File: src/design/bboc_pkg.sv
`timescale 1ns / 1ps
`default_nettype none

package bboc_pkg;

    // Widths of the sample, threshold, timer and result fields.
    localparam int LEVEL_W  = 12;
    localparam int TIMER_W  = 7;
    localparam int OCC_W    = 8;
    localparam int BEAMS    = 4;

    // Saturation ceiling of the people count and the width that holds it.
    localparam int COUNT_MAX = 255;
    localparam int COUNT_W   = $clog2(COUNT_MAX + 1);

    // Configuration port.
    localparam int CFG_IDX_W  = 3;
    localparam int CFG_DATA_W = 12;

    // Register indexes.
    localparam logic [CFG_IDX_W-1:0] CFG_A1_THR    = 3'd0;
    localparam logic [CFG_IDX_W-1:0] CFG_A2_THR    = 3'd1;
    localparam logic [CFG_IDX_W-1:0] CFG_B1_THR    = 3'd2;
    localparam logic [CFG_IDX_W-1:0] CFG_B2_THR    = 3'd3;
    localparam logic [CFG_IDX_W-1:0] CFG_LOITER    = 3'd4;

    // Reset values of the registers.
    localparam logic [LEVEL_W-1:0] RST_A_THR      = 12'd1420;
    localparam logic [LEVEL_W-1:0] RST_B_THR      = 12'd1200;
    localparam logic [TIMER_W-1:0] RST_LOITER     = 7'd100;
    localparam logic [TIMER_W-1:0] TIMER_TOP      = 7'd127;

    typedef logic [LEVEL_W-1:0] t_level;
    typedef logic [TIMER_W-1:0] t_timer;
    typedef logic [COUNT_W-1:0] t_count;

    // One input item: four distance samples, order A1, A2, B1, B2.
    typedef struct packed {
        t_level pair_a_beam1_level;
        t_level pair_a_beam2_level;
        t_level pair_b_beam1_level;
        t_level pair_b_beam2_level;
    } t_in_item;

    // One result item.
    typedef struct packed {
        logic [OCC_W-1:0] occupancy;
        logic             report_strobe;
        logic             entered;
        logic             departed;
    } t_out_item;

    // Classified sample set: bit k is beam k (A1, A2, B1, B2).
    typedef struct packed {
        logic [BEAMS-1:0] above;
        logic [BEAMS-1:0] below;
    } t_cls;

    // Front-to-back handshake.
    typedef struct packed {
        logic valid;
        t_cls cls;
    } t_front_out;

endpackage

`default_nettype wire

File: src/design/bboc_front.sv
`timescale 1ns / 1ps
`default_nettype none

module bboc_front (
    input  wire                   i_clk,
    input  wire                   i_rst_n,
    input  wire                   push,
    output logic                  full,
    input  bboc_pkg::t_in_item    i_in_item,
    input  bboc_pkg::t_level      i_thr [bboc_pkg::BEAMS],
    output bboc_pkg::t_front_out  o_head,
    input  wire                   i_take
);

    logic [bboc_pkg::BEAMS-1:0] w_level_above;
    logic [bboc_pkg::BEAMS-1:0] w_level_below;
    bboc_pkg::t_level           w_lv [bboc_pkg::BEAMS];
    bboc_pkg::t_cls             r_mem [2];
    logic                       r_wp;
    logic                       r_rp;
    logic [1:0]                 r_cnt;
    logic [1:0]                 n_cnt;
    logic                       w_wr;
    logic                       w_rd;

    // Compare each sample strictly against its threshold in both directions.
    assign w_lv[0] = i_in_item.pair_a_beam1_level;
    assign w_lv[1] = i_in_item.pair_a_beam2_level;
    assign w_lv[2] = i_in_item.pair_b_beam1_level;
    assign w_lv[3] = i_in_item.pair_b_beam2_level;

    always_comb begin
        for (int k = 0; k < bboc_pkg::BEAMS; k++) begin
            w_level_above[k] = w_lv[k] > i_thr[k];
            w_level_below[k] = w_lv[k] < i_thr[k];
        end
    end

    // Two-entry queue of classified sample sets.
    assign full  = (r_cnt == 2'd2);
    assign w_wr  = push && !full;
    assign w_rd  = i_take && (r_cnt != 2'd0);
    assign n_cnt = r_cnt + {1'b0, w_wr} - {1'b0, w_rd};

    always_ff @(posedge i_clk) begin
        if (w_wr) begin
            r_mem[r_wp] <= '{above: w_level_above, below: w_level_below};
        end
    end

    always_ff @(posedge i_clk) begin
        if (!i_rst_n) begin
            r_wp  <= 1'b0;
            r_rp  <= 1'b0;
            r_cnt <= 2'd0;
        end else begin
            if (w_wr) begin
                r_wp <= ~r_wp;
            end
            if (w_rd) begin
                r_rp <= ~r_rp;
            end
            r_cnt <= n_cnt;
        end
    end

    // The head of the queue is offered to the back end.
    assign o_head.valid = (r_cnt != 2'd0);
    assign o_head.cls   = r_mem[r_rp];

endmodule

`default_nettype wire

File: src/design/bboc_back.sv
`timescale 1ns / 1ps
`default_nettype none

module bboc_back (
    input  wire                    i_clk,
    input  wire                    i_rst_n,
    input  bboc_pkg::t_front_out   i_head,
    output logic                   o_take,
    input  bboc_pkg::t_timer       i_loiter_limit,
    output logic                   empty,
    input  wire                    pop,
    output bboc_pkg::t_out_item    o_out_item
);

    logic [bboc_pkg::BEAMS-1:0] r_latch;
    logic [bboc_pkg::BEAMS-1:0] n_latch;
    logic [bboc_pkg::BEAMS-1:0] r_seen;
    logic [bboc_pkg::BEAMS-1:0] n_seen;
    bboc_pkg::t_timer           r_tmr [bboc_pkg::BEAMS];
    bboc_pkg::t_timer           n_tmr [bboc_pkg::BEAMS];
    bboc_pkg::t_count           r_count;
    bboc_pkg::t_count           n_count;
    logic                       w_clr;
    logic                       w_up;
    logic                       w_dn;
    bboc_pkg::t_out_item        w_res;
    bboc_pkg::t_out_item        r_mem [2];
    logic                       r_wp;
    logic                       r_rp;
    logic [1:0]                 r_cnt;
    logic                       w_rd;

    // A running timer counts up once per sample set and holds at its top.
    function automatic bboc_pkg::t_timer tick(input bboc_pkg::t_timer t);
        if (t != '0 && t != bboc_pkg::TIMER_TOP) begin
            return t + bboc_pkg::t_timer'(1);
        end
        return t;
    endfunction

    // Whole update of one sample set: pair evaluation, cross pattern,
    // latch release and loiter check, in that order.
    always_comb begin
        logic [1:0] b1;
        logic [1:0] b2;
        n_tmr[0] = tick(r_tmr[0]);
        n_tmr[1] = tick(r_tmr[1]);
        n_tmr[2] = tick(r_tmr[2]);
        n_tmr[3] = tick(r_tmr[3]);
        n_latch  = r_latch;
        n_seen   = r_seen;
        n_count  = r_count;
        w_clr    = 1'b0;
        w_up     = 1'b0;
        w_dn     = 1'b0;
        b1       = 2'd0;
        b2       = 2'd1;

        for (int p = 0; p < 2; p++) begin
            b1 = {p[0], 1'b0};
            b2 = {p[0], 1'b1};
            if (i_head.cls.above[b1] && i_head.cls.below[b2] && !n_latch[b1]) begin
                n_tmr[b1]   = bboc_pkg::t_timer'(1);
                n_latch[b1] = 1'b1;
                if (n_seen[b2]) begin
                    w_dn = 1'b1;
                    if (n_count != '0) begin
                        n_count = n_count - bboc_pkg::t_count'(1);
                    end
                    n_seen[b1] = 1'b0;
                    n_seen[b2] = 1'b0;
                    n_tmr[b1]  = '0;
                    n_tmr[b2]  = '0;
                    w_clr      = 1'b1;
                end else begin
                    n_seen[b1] = 1'b1;
                end
            end else if (i_head.cls.below[b1] && i_head.cls.above[b2]
                         && !n_latch[b2]) begin
                n_tmr[b2]   = bboc_pkg::t_timer'(1);
                n_latch[b2] = 1'b1;
                if (n_seen[b1]) begin
                    w_up = 1'b1;
                    if (n_count != bboc_pkg::t_count'(bboc_pkg::COUNT_MAX)) begin
                        n_count = n_count + bboc_pkg::t_count'(1);
                    end
                    n_seen[b1] = 1'b0;
                    n_seen[b2] = 1'b0;
                    n_tmr[b1]  = '0;
                    n_tmr[b2]  = '0;
                    w_clr      = 1'b1;
                end else begin
                    n_seen[b2] = 1'b1;
                end
            end
        end

        // Cross-pair pattern: the first beam of one pair with the second
        // beam of the other counts as an entry and clears both pairs.
        if ((n_seen[0] && n_seen[3] && !n_seen[1] && !n_seen[2]) ||
            (n_seen[2] && n_seen[1] && !n_seen[0] && !n_seen[3])) begin
            w_up = 1'b1;
            if (n_count != bboc_pkg::t_count'(bboc_pkg::COUNT_MAX)) begin
                n_count = n_count + bboc_pkg::t_count'(1);
            end
            n_seen   = '0;
            n_tmr[0] = '0;
            n_tmr[1] = '0;
            n_tmr[2] = '0;
            n_tmr[3] = '0;
            w_clr    = 1'b1;
        end

        // A beam whose sample is below its threshold releases its latch.
        n_latch = n_latch & ~i_head.cls.below;

        // Abandon a half-finished crossing that has waited too long.
        for (int p = 0; p < 2; p++) begin
            b1 = {p[0], 1'b0};
            b2 = {p[0], 1'b1};
            if (n_tmr[b1] > i_loiter_limit || n_tmr[b2] > i_loiter_limit) begin
                if (n_tmr[b1] > i_loiter_limit) begin
                    n_latch[b1] = 1'b0;
                end else begin
                    n_latch[b2] = 1'b0;
                end
                n_seen[b1] = 1'b0;
                n_seen[b2] = 1'b0;
                n_tmr[b1]  = '0;
                n_tmr[b2]  = '0;
                w_clr      = 1'b1;
            end
        end

        w_res.occupancy     = bboc_pkg::OCC_W'(n_count);
        w_res.report_strobe = w_clr;
        w_res.entered       = w_up;
        w_res.departed      = w_dn;
    end

    // Take a sample set whenever the result queue has room.
    assign o_take = i_head.valid && (r_cnt != 2'd2);
    assign w_rd   = pop && !empty;

    always_ff @(posedge i_clk) begin
        if (!i_rst_n) begin
            r_latch <= '0;
            r_seen  <= '0;
            r_count <= '0;
            for (int k = 0; k < bboc_pkg::BEAMS; k++) begin
                r_tmr[k] <= '0;
            end
        end else if (o_take) begin
            r_latch <= n_latch;
            r_seen  <= n_seen;
            r_count <= n_count;
            for (int k = 0; k < bboc_pkg::BEAMS; k++) begin
                r_tmr[k] <= n_tmr[k];
            end
        end
    end

    // Two-entry result queue.
    always_ff @(posedge i_clk) begin
        if (o_take) begin
            r_mem[r_wp] <= w_res;
        end
    end

    always_ff @(posedge i_clk) begin
        if (!i_rst_n) begin
            r_wp  <= 1'b0;
            r_rp  <= 1'b0;
            r_cnt <= 2'd0;
        end else begin
            if (o_take) begin
                r_wp <= ~r_wp;
            end
            if (w_rd) begin
                r_rp <= ~r_rp;
            end
            r_cnt <= r_cnt + {1'b0, o_take} - {1'b0, w_rd};
        end
    end

    assign empty      = (r_cnt == 2'd0);
    assign o_out_item = r_mem[r_rp];

    // The count never passes its ceiling.
    a_count_max: assert property (@(posedge i_clk) disable iff (!i_rst_n)
        r_count <= bboc_pkg::t_count'(bboc_pkg::COUNT_MAX))
        else $error("people count above ceiling");

    // A finished crossing always clears a pair.
    a_entry_clears: assert property (@(posedge i_clk) disable iff (!i_rst_n)
        (o_take && (w_up || w_dn)) |-> w_clr)
        else $error("count changed without clearing a pair");

    // Both beams of a pair are never marked as seen first together.
    a_seen_excl: assert property (@(posedge i_clk) disable iff (!i_rst_n)
        !(r_seen[0] && r_seen[1]) && !(r_seen[2] && r_seen[3]))
        else $error("both beams of a pair marked as first");

    // The count changes only on a transfer.
    a_count_step: assert property (@(posedge i_clk) disable iff (!i_rst_n)
        !o_take |=> $stable(r_count))
        else $error("count changed without a transfer");

    // The result queue never overfills.
    a_queue_bound: assert property (@(posedge i_clk) disable iff (!i_rst_n)
        r_cnt != 2'd3)
        else $error("result queue overfilled");

endmodule

`default_nettype wire

File: src/design/bidirectional_beam_occupancy_counter.sv
`timescale 1ns / 1ps
`default_nettype none

// Channel   | Ports                             | Transfer
// ----------+-----------------------------------+------------------------
// samples   | push, full, i_in_item             | push && !full
// results   | empty, pop, o_out_item            | pop && !empty
// config    | i_cfg_we, i_cfg_idx, i_cfg_wdata  | i_cfg_we
//
// One sample set is classified on entry and updated in the back end, so a
// new set can be taken every cycle while the result queue has room.
// Each set is registered in the sample queue, its result in the result queue, before o_out_item.
// Reset is synchronous and active low; registers take their defaults.
// Each side has a two-entry queue, so either side may stall on its own;
// full rises once the sample queue holds two entries.
module bidirectional_beam_occupancy_counter (
    input  wire                                  i_clk,
    input  wire                                  i_rst_n,
    input  wire                                  push,
    output logic                                 full,
    input  bboc_pkg::t_in_item                   i_in_item,
    output logic                                 empty,
    input  wire                                  pop,
    output bboc_pkg::t_out_item                  o_out_item,
    input  wire                                  i_cfg_we,
    input  wire  [bboc_pkg::CFG_IDX_W-1:0]       i_cfg_idx,
    input  wire  [bboc_pkg::CFG_DATA_W-1:0]      i_cfg_wdata
);

    bboc_pkg::t_level     r_thr [bboc_pkg::BEAMS];
    bboc_pkg::t_timer     r_loiter_limit;
    bboc_pkg::t_front_out w_head;
    logic                 w_take;

    // Configuration registers.
    always_ff @(posedge i_clk) begin
        if (!i_rst_n) begin
            r_thr[0]       <= bboc_pkg::RST_A_THR;
            r_thr[1]       <= bboc_pkg::RST_A_THR;
            r_thr[2]       <= bboc_pkg::RST_B_THR;
            r_thr[3]       <= bboc_pkg::RST_B_THR;
            r_loiter_limit <= bboc_pkg::RST_LOITER;
        end else if (i_cfg_we) begin
            unique case (i_cfg_idx)
                bboc_pkg::CFG_A1_THR: r_thr[0] <= i_cfg_wdata[bboc_pkg::LEVEL_W-1:0];
                bboc_pkg::CFG_A2_THR: r_thr[1] <= i_cfg_wdata[bboc_pkg::LEVEL_W-1:0];
                bboc_pkg::CFG_B1_THR: r_thr[2] <= i_cfg_wdata[bboc_pkg::LEVEL_W-1:0];
                bboc_pkg::CFG_B2_THR: r_thr[3] <= i_cfg_wdata[bboc_pkg::LEVEL_W-1:0];
                bboc_pkg::CFG_LOITER: begin
                    r_loiter_limit <= i_cfg_wdata[bboc_pkg::TIMER_W-1:0];
                end
                default: begin
                end
            endcase
        end
    end

    // Front end: threshold comparison and sample queue.
    bboc_front u_front (
        .i_clk     (i_clk),
        .i_rst_n   (i_rst_n),
        .push      (push),
        .full      (full),
        .i_in_item (i_in_item),
        .i_thr     (r_thr),
        .o_head    (w_head),
        .i_take    (w_take)
    );

    // Back end: crossing tracker, people count and result queue.
    bboc_back u_back (
        .i_clk          (i_clk),
        .i_rst_n        (i_rst_n),
        .i_head         (w_head),
        .o_take         (w_take),
        .i_loiter_limit (r_loiter_limit),
        .empty          (empty),
        .pop            (pop),
        .o_out_item     (o_out_item)
    );

endmodule

`default_nettype wire

File: config.mk
export PLATFORM = sky130hd
export DESIGN_NAME = bidirectional_beam_occupancy_counter
export DESIGN_NICKNAME = d
export VERILOG_FILES = /design/src/design/bboc_pkg.sv /design/src/design/bboc_front.sv /design/src/design/bboc_back.sv /design/src/design/bidirectional_beam_occupancy_counter.sv
export SDC_FILE = /design/constraint.sdc
export NUM_CORES = 1
export LEC_CHECK = 0
export ABC_AREA = 1
export BUFFER_PORTS_ARGS = -buffer_cell sky130_fd_sc_hd__buf_2
export CORE_MARGIN = 2
export CORE_UTILIZATION = 61
export CTS_CLUSTER_SIZE = 10
export DETAILED_ROUTE_END_ITERATION = 10
export PLACE_DENSITY = 0.81
export SLEW_MARGIN = 20
export SYNTH_ARGS = -nofsm -noshare
export SYNTH_HDL_FRONTEND = slang
export SYNTH_SLANG_ARGS = --single-unit
File: constraint.sdc
create_clock -name i_clk -period 5.1 [get_ports i_clk]
set_clock_uncertainty 0.05 [all_clocks]
set_input_delay 0 -clock i_clk [delete_from_list [all_inputs] [get_ports i_clk]]
set_output_delay 0 -clock i_clk [all_outputs]
set_load 0.01 [all_outputs]
Word-level counts from Yosys, hierarchy flattened
Memory sizes are Yosys's and may differ from the RTL's. A register that Yosys moved wholly into a read port is not among the register bits.
Index checks and enable logic that the tools add are counted.

word-level totals
  register bits after elaboration = 79
  RAM bits = 66
  input bits = 68
  output and inout port bits = 13
  memories = 3

operators by class
  $add $sub $neg = 13
  order comparisons = 12
  eq/ne operators = 13
  muxes and demuxes = 94
  bitwise operators = 10
  reductions and logical operators = 49

memories
  memory         words  bits a word  rd ports  clocked after Yosys merged registers in  wr ports  RTL line          source
  u_back.r_tmr   4      7            4         0                                        4         bboc_back.sv:19   bboc_pkg::t_timer r_tmr [bboc_pkg::BEAMS];
  u_back.r_mem   2      11           1         1                                        1         bboc_back.sv:27   bboc_pkg::t_out_item r_mem [2];
  u_front.r_mem  2      8            1         1                                        1         bboc_front.sv:18  bboc_pkg::t_cls r_mem [2];

operators by type and width
  operator                                                                count
  8-bit two-way mux                                                       16
  14-bit two-way mux                                                      8
  7-bit two-way mux                                                       12
  12-bit > comparator                                                     4
  12-bit less-than comparator                                             4
  1-bit two-way mux                                                       48
  7-bit by 1-bit adder with 7-bit output (second input constant)          4
  7-bit > comparator                                                      4
  28-bit two-way mux                                                      1
  7-bit inequality test (second input constant)                           4
  7-bit nonzero test                                                      4
  8-bit by 1-bit adder with 8-bit output (second input constant)          3
  8-bit inequality test (second input constant)                           3
  1-bit logical AND                                                       22
  2-bit two-way mux                                                       8
  8-bit nonzero test                                                      2
  8-bit by 1-bit subtractor with 8-bit output (second input constant)     2
  1-bit logical NOT                                                       10
  2-bit AND reduction                                                     5
  3-bit by 2-bit equality test with 1-bit output (second input constant)  2
  2-bit by 1-bit adder with 2-bit output                                  2
  4-bit AND                                                               1
  4-bit two-way mux                                                       1
  1-bit NOT                                                               4
  11 further kinds                                                        17

Longest topological paths before layout
Gate-level depths: netlist (run 1).

  word-level depth = 13
  gate-level depth with buffers = 30
  mapped depth without buffers = 29

Cells and area by module
Synthesis (run 1) repeated with hierarchy kept, for this count alone.

unflattened totals
  cells, all modules = 1374
  area total of the unflattened synthesis = 10257.3 sq um

by module, submodules not included
  module                                times used  cells an instance  area each (sq um)
  bboc_back                             1           787                5835.6
  bboc_front                            1           283                2242.2
  bidirectional_beam_occupancy_counter  1           304                2179.6

Worst setup path before layout (run 1)
Ideal clock, no wire load.

  path type = register -> register
  start point = reg with a tool-made name
  end point = mem u_back.r_tmr[0][1] in the netlist's numbering, data pin
  library setup time = 0.268 ns
  arrival time = 3.529 ns
  data required time = 4.782 ns
  path slack = 1.253 ns
  cell stages (with the launch flop) = 25
  buffers on the path = 4
  clock period less this slack = 3.847 ns
  cell sequence = dfxtp_1 > buf_6 > inv_6 > nand2_1 > nand2_2 > nand3_4 > buf_6 > nand3_1 > nor2_1 > a211oi_1 > a22o_1 > nand2_1 > inv_2 > or2_2 > clkbuf_1 > nor2_1 > ha_1 > nand2_1 > o21a_1 > o221a_2 > a31oi_1 > inv_1 > nand3_1 > clkbuf_1 > nor3_1

RTL lines
  item           RTL line
  end, declared  bboc_back.sv:19

==> results.md, run 1 <==
* Outcome: completed
* Setup TNS Final at 0 ps
* Placed Area at 10300 µm²
* Reg2Reg Setup Slack at 510 ps
* Fin cells at 1556
* Tcrit/Tclk final at 0.900
* Wire length per cell at 15.2 µm
* Initial DRC Count at 633
* CTS H-tree lvls at 4
* WP depth at 21
* Reg clk slew, reported paths at 60 ps
* Register area at 3600 µm²
* Fill count at 1224
* ANT nets after route at 0
* Clock latency on the worst-skew pair at 430 ps
* Worst setup EP type: flop
* Adder-Cell Fraction of Synth Area at 0.123
* WL met2 at 11.4 mm
* Sw Share at 0.456
* WL met3 at ~1.4 mm
* Via count at around 8700
* Slew margin rel. at 0.369
* Post-synthesis xor/xnor area fraction at 0.0208
* Syn Nets at 1399
* Post-Syn Area at 9690 µm²
* Crit start category: flop
* Setup bufs post-CTS at 0
* Synth top area share at 0.205
* Synth top area cells: edfxtp_1, dfxtp_1, ha_1
* Die W at approximately 130 µm
* Die Area at about 17000 µm²
* Crit path top cell by count: nand2_1
* Worst VDD drop at 0.291 mV
* Footprint of the multi-input gates at 5290 µm²
* Most frequent cell after synthesis: nand2_1
* Port Buffer Count at 80
* Commonest cells in the synthesized netlist: nand2_1, inv_1, nor2_1
* Slew @ Worst Pin at 942 ps
* CTS tree: yes
* WP data arrival at 4770 ps
* Async S/R FF share, synth at 0
* Cell Rows at 46
* Gr usage total at 0.287
* Final setup vio count at 0
* PD cells at 543 nW/µm²
* Routed length on met1 at 10.1 mm
* Worst Hold Class: in2reg
* Vias per cell at 5.60
* Post-synth top flop: dfxtp_1
* Logic pwr share at 0.499
* Compound-gate portion of the synthesized area at 0.130
* Cell Chain, Critical Path: inv_6 -> nand2_1 -> nand2_1 -> nand3_1 -> nand2_1 -> nor2_1 -> inv_1 -> nand2_2 -> a21oi_1 -> a22o_1 -> nand2_1 -> inv_2 -> buf_4 -> nor3_1 -> ha_1 -> a21oi_1 -> o21ai_0 -> nand2_1 -> a32o_1 -> nand3_2 -> nor4_1
* Yosys top cell by area: edfxtp_1
* Initial antenna violation count at 0
* EDFF count, synth at 66
* Initial DRT Pass Iterations at 5
* Internal power at around 3300 µW
* First-pass GRT wire length at 38.2 mm
* Crit Path Class: reg2reg
* DP Worst Slack at around 440 ps
* Design area at roughly 11000 µm²
* RSZ-0062 raised after global routing: false
* Worst Setup EP: u_back.r_tmr[3][6]
* Post-DP HPWL at 17.3 mm
* Drt drc at 0
* Total of max-cap violations at 0
* Seq pwr share at 0.307
* # clock sinks at about 150
* Syn avg cell area at about 8 µm²
* Initial Util at 0.616
* Warnings from Yosys at 0
* WL final at 23.6 mm
* Tmin final at 4590 ps
* Bufs and invs on worst path at 4
* Post-Synth Simple-Gate Area at 0.259
* Final hold vios at 0
* Pleak at 0.00510 µW
* Layout cell share with drive strength beyond 1 at 0.146
* CP max stage cell: dfxtp_1
* FF+latch count, synth at 147
* Die Ht at 130 µm
* Grt ovf at 0
* Core area at around 16000 µm²
* Vias in the first global route at 8132
* # diodes at 0
* RR Endpoint: u_back.r_tmr[3][6]
* Placed cells at 1507
* Slew Limit Fails at 0
* Highest routed metal layer: met4
* P_sw at 2720 µW
* CP peak stage delay at 540 ps
* CTS Root Cell: clkbuf_16
* Maximum root-to-sink buffer count at 2
* Cells on worst reg2reg path at 21
* Top delay family on crit path: simple AND/OR/NAND/NOR gates
* Largest net degree at the start of global routing at 60
* Syn Inst Count at 1236
* Total Nets Final at 1490
* Seq/Total Area, Yosys at 0.372
* CTS buffer count at 17
* Critical Path Fanout Max at 16
* F_max at 0.218 GHz
* Multiplexer share of the synthesized area at 0.0128
* Worst setup margin at 511 ps
* Area grow syn2layout at 13.4%
* Routability Congestion at a little over 0.9
* Clock Power Share at 0.195
* Distinct cells, synth at 53
* I/O pins at 81
* Largest family of logic cells by synthesized area: simple AND/OR/NAND/NOR gates
* CP required at 5280 ps
worst min path at each step:
stage | from | end | slack (ps) | cells after the start
floorplan | i_cfg_wdata[10] | r_thr[10] | 80 | 2
global placement | i_cfg_wdata[7] | r_thr[19] | 260 | 3
detailed placement | i_cfg_wdata[10] | r_thr[10] | 270 | 3
CTS | i_cfg_idx[2] | r_loiter_limit[4] | 8 | 3
global route | i_cfg_idx[2] | r_loiter_limit[1] | 50 | 3
finish | i_cfg_idx[2] | r_loiter_limit[4] | 20 | 3
placed cells by master, fill, tap and decap left out, types with 18 or more instances in the layout:
cell,n
nand2_1,241
ha_1,95
nor2_1,106
nand3_1,66
inv_1,157
a21oi_1,79
nand4_1,19
clkbuf_16,18
nor3_1,37
nand2_2,22
o21ai_0,73
xor2_1,22
buf_2,80
edfxtp_1,66
o211ai_1,21
dfxtp_1,81
cell families after synthesis:
| family | Yosys count |
|---|---|
| adder cells (fa/ha/maj) | 95 |
| flip-flops | 147 |
| XOR/XNOR | 23 |
| buffers and inverters | 204 |
| AO/OA/AOI/OAI | 217 |
| multiplexers | 11 |
| AND/OR/NAND/NOR | 539 |
final cells by class:
type / count / share of cell area
tap: 216 / 0.0246
clock inverter: 12 / 0.00729
multi-input combinational: 885 / 0.481
clock buffer: 20 / 0.0426
timing repair buffer: 104 / 0.0567
inverter: 172 / 0.0592
sequential: 147 / 0.328
state kept, by name (all words and copies together), names as in the netlist, named ones only:
| name | cells |
|---|---|
| r_loiter_limit | 7 |
| u_front.r_rp | 1 |
| u_back.r_tmr | 28 |
| u_front.r_mem | 16 |
| u_back.r_wp | 1 |
| u_back.r_seen | 4 |
| u_front.r_cnt | 2 |
| u_back.r_rp | 1 |
| u_back.r_mem | 22 |
| u_front.r_wp | 1 |
| u_back.r_latch | 4 |
| u_back.r_cnt | 2 |
| r_thr | 48 |
| u_back.r_count | 8 |
per-layer routing:
layer  vias up  track usage
met5         -            0
met4         0        0.117
met3        58       0.0537
met2       300        0.493
met1      3996        0.358
li1       4361            -
power by group through the flow:
stage | registers [µW] | clock network (µW) | logic, µW
4_1_cts | 1830 | 1170 | 2940
3_3_place_gp | 1830 | 0 | 2820
2_1_floorplan | 1750 | 0 | 2280
6_report | 1830 | 1160 | 2980
3_5_place_dp | 1840 | 0 | 2890
5_1_grt | 1860 | 1210 | 3350
worst register-to-register path: cells and delay by family (launching register included):
kind	cells	cell delay (ps)
AOI/OAI and AO/OA	5	810
adders and majority gates	1	310
and+or+nand+nor	11	2070
buffers and inverters	4	610
DFF	1	540
repair_timing:
item                                    4_1_cts  5_1_grt
endpoints found under the setup margin        0       26
resized for setup                             0        2
hold buffers                                 17        0
endpoints found under the hold margin        57        0
through the flow:
stage	hold WS, ps	power [µW]	utilization
floorplan	76.4	4030	-
global placement	256	4660	0.653
detailed placement	274	4730	0.653
CTS	7.72	5930	0.698
global route	52.0	6420	0.699
finish	17.0	5970	0.699
Power figures use the tool's default switching activity.
==> inputs of run 2 (changes only) <==
Settings changed: CELL_PAD_IN_SITES_DETAIL_PLACEMENT set to 1, CELL_PAD_IN_SITES_GLOBAL_PLACEMENT set to 1, CORE_UTILIZATION 61 to 45, PLACE_DENSITY 0.81 to unset, PLACE_DENSITY_LB_ADDON set to 0.1, SYNTH_HIERARCHICAL set to 1.
==> run 2 against run 1 <==
Effect of this change: clock power up 6%; utilization down 18 points; worst setup slack worse by 82 ps; count of clock-buffer cells in the layout down 3; first-iteration DRC count down 42%; critical path depth down 2; sequential power about the same; worst hold slack better by 10 ps; area after synthesis up 5.9%; highest routed layer unchanged.
==> results.md, run 2 <==
* Outcome: completed
* Area grow syn2layout at 13.7%
* Total Nets Final at 1633 (+9.6%)
* WL final at 28.7 mm (+22%)
* Tmin final at 4670 ps (+82.1 ps)
* Distinct cells, synth at 49 (-7.5%)
* CTS Root Cell: clkbuf_16
* Placed cells at 1718 (+14%)
* Async S/R FF share, synth at 0 (unchanged)
* Maximum root-to-sink buffer count at 2 (unchanged)
* Setup TNS Final at 0 ps (unchanged)
* Die Area at 24000 µm² (+42%)
* Final hold vios at 0 (unchanged)
* CTS tree: yes
* Largest net degree at the start of global routing at 65 (+8.3%)
* Via count at 9174 (+5.3%)
* Final setup vio count at 0 (unchanged)
* FF+latch count, synth at 147 (unchanged)
* Wire length per cell at 16.2 µm (+7.1%)
* Syn Inst Count at 1374 (+11%)
* Reg with most FFs: r_thr
* Slew @ Worst Pin at 1050 ps (+109 ps)
* Slew Limit Fails at 0 (unchanged)
* WP data arrival at 4750 ps (-20 ps)
* I/O pins at 81 (unchanged)
* Commonest cells in the synthesized netlist: nand2_1, inv_1, nor2_1
* Worst setup EP type: flop
* Initial DRC Count at 365 (-42%)
* Crit start category: flop
* Footprint of the multi-input gates at 5730 µm² (+8.4%)
* Top Registers: r_thr: 48 flops, u_back/r_tmr: 28 flops, u_back/r_mem: 22 flops
* Yosys top cell by area: edfxtp_1
* Die W at 155 µm (+19%)
* Cell Chain, Critical Path: mux2_2 -> inv_1 -> nor3_2 -> buf_4 -> nor3_1 -> nor4_1 -> nand3b_1 -> nand2_1 -> inv_2 -> nand3_2 -> nor2_1 -> ha_1 -> a21oi_1 -> nor2_1 -> a2111oi_0 -> a31oi_1 -> inv_1 -> nand2_1 -> or4_1
* Core area at 22500 µm² (+43%)
* Reg2Reg Setup Slack at 430 ps (-80 ps)
* Layout cell share with drive strength beyond 1 at 0.174 (+0.0277)
* Warnings from Yosys at 6 (+6)
* Setup bufs post-CTS at 0 (unchanged)
* Most frequent cells in the layout: nand2_1, inv_1, nor2_1
* Most frequent cell after synthesis: nand2_1
* Fill count at 2918 (+140%)
* Pleak at 0.00551 µW (+7.9%)
* First-pass GRT wire length at 47.5 mm (+24%)
* Most common cell after layout, fill and taps aside: nand2_1
* Seq/Total Area, Yosys at 0.351 (-0.0207)
* Synth top area cells: edfxtp_1, dfxtp_1, ha_1
* Post-synth top flop: dfxtp_1
* Reg clk slew, reported paths at 70 ps (about the same)
* Initial DRT Pass Iterations at 5 (unchanged)
* F_max at 0.214 GHz (-1.8%)
* CP max stage cell: or4_1
* Worst Hold Class: in2reg
* Routability Congestion at 0.891 (-2.9%)
* Port Buffer Count at 80 (unchanged)
* Total of max-cap violations at 0 (unchanged)
* Syn Nets at 1537 (+9.9%)
* Initial Util at 0.456 (-0.161)
* Tcrit/Tclk final at 0.916 (+0.0161)
* EDFF count, synth at 66 (unchanged)
* Fin cells at 1769 (+14%)
* Synth top area share at 0.193 (-0.0114)
* Slew margin rel. at 0.296 (-0.0729)
* Vias in the first global route at 9298 (+14%)
* Initial antenna violation count at 1 (+1)
* Bufs and invs on worst path at 4 (unchanged)
* Max FFs per register at 48 (unchanged)
* Gr usage total at 0.247 (-0.0400)
* Post-Syn Area at 10300 µm² (+5.9%)
* Placed Area at 10900 µm² (+6.3%)
* Layout Utilization at 0.518 (-0.181)
* Clock latency on the worst-skew pair at 420 ps (about the same)
* Register area at 3600 µm² (unchanged)
* Vias per cell at 5.19 (-7.4%)
* Worst VDD drop at 0.239 mV (-18%)
* Cell Rows at 55 (+20%)
* Design area at 11700 µm² (+6.2%)
* CP peak stage delay at 570 ps (+30 ps)
* Grt ovf at 0 (unchanged)
* RSZ-0062 raised after global routing: false
* Post-DP HPWL at 22.3 mm (+29%)
* Die Ht at 155 µm (+19%)
* PD cells at 501 nW/µm² (-7.7%)
* Syn avg cell area at 7.47 µm² (-4.7%)
* CTS buffer count at 17 (unchanged)
* CP required at 5180 ps (-100 ps)
* ANT nets after route at 0 (unchanged)
* CTS H-tree lvls at 4 (unchanged)
* Top delay family on crit path: simple AND/OR/NAND/NOR gates
* Drt drc at 0 (unchanged)
* # clock sinks at 147 (unchanged)
* Crit Path Class: reg2reg
* Critical Path Fanout Max at 12 (-4)
==> run 2: changes by cell type in the layout (fill, tap and decap cells not counted), moves of 29 or more <==
cell	change
nor2_1	+68
nand3_1	+61
inv_1	+29
nand2_1	+55
a21oi_1	-42
o21ai_0	-45
==> run 2: cell families after synthesis <==
kind of cell               count (synthesis)  synth area share
and+or+nand+nor                          762             0.346
muxes                                     19            0.0209
xor gates and xnor gates                  17            0.0145
AOI/OAI and AO/OA                        103            0.0606
adders and majority gates                 95             0.116
buffers and inverters                    231            0.0908
DFF                                      147             0.351
==> run 2: path summary, 6_finish.rpt <==
kind,end,cells after the start,startpoint
setup / recovery,u_back/r_mem[1][2],19,flop
setup reg to reg,u_back/r_mem[1][2],19,flop
hold reg to reg,flop,1,u_back/r_rp
hold / removal,r_thr[30],5,i_cfg_idx[1]
==> run 2: layer usage <==
layer  vias up  track usage  wire length [µm]  share of wire
li1       4676            -                 -              -
met4         0       0.0617               377          0.013
met3        23       0.0357               914          0.032
met1      4346        0.313             13100           0.46
met2       129        0.443             14300           0.50
met5         -            0                 0              0
==> run 2: final cells by class <==
cell class                      instances  share of cell area
Timing Repair Buffer                  106              0.0549
Multi-Input combinational cell        996               0.492
Antenna cell                            1            0.000215
Clock buffer                           17              0.0365
Clock inverter                         15              0.0123
Tap cell                              285              0.0306
Sequential cell                       147               0.309
Inverter                              202              0.0650
==> run 2: per-stage QoR <==
stage	setup slack (ps)	power, µW	hold WS (ps)
floorplan	984	3770	43.5
global placement	350	4510	179
detailed placement	72.9	4600	193
CTS	24.8	5880	10.3
global route	22.1	6320	54.6
finish	428	5850	27.3
==> run 2: timing repair <==
action	CTS	global route
endpoints found under the hold margin	53	0
hold buffers	18	0
resized for setup	0	2
endpoints found under the setup margin	0	18
==> run 2: worst reg2reg max path, stage by stage (launching register included) <==
cell,delay (ps)
dfxtp_1,560
mux2_2,410
inv_1,100
nor3_2,50
buf_4,160
nor3_1,300
nor4_1,120
nand3b_1,100
nand2_1,80
inv_2,160
nand3_2,280
nor2_1,190
ha_1,260
a21oi_1,160
nor2_1,60
a2111oi_0,410
a31oi_1,180
inv_1,130
nand2_1,70
or4_1,570
==> run 2: power breakdown <==
part	internal, µW	switching, µW	leakage, µW
Combinational	904	1880	0.00392
Clock	684	548	0.000269
Sequential	1600	226	0.00132
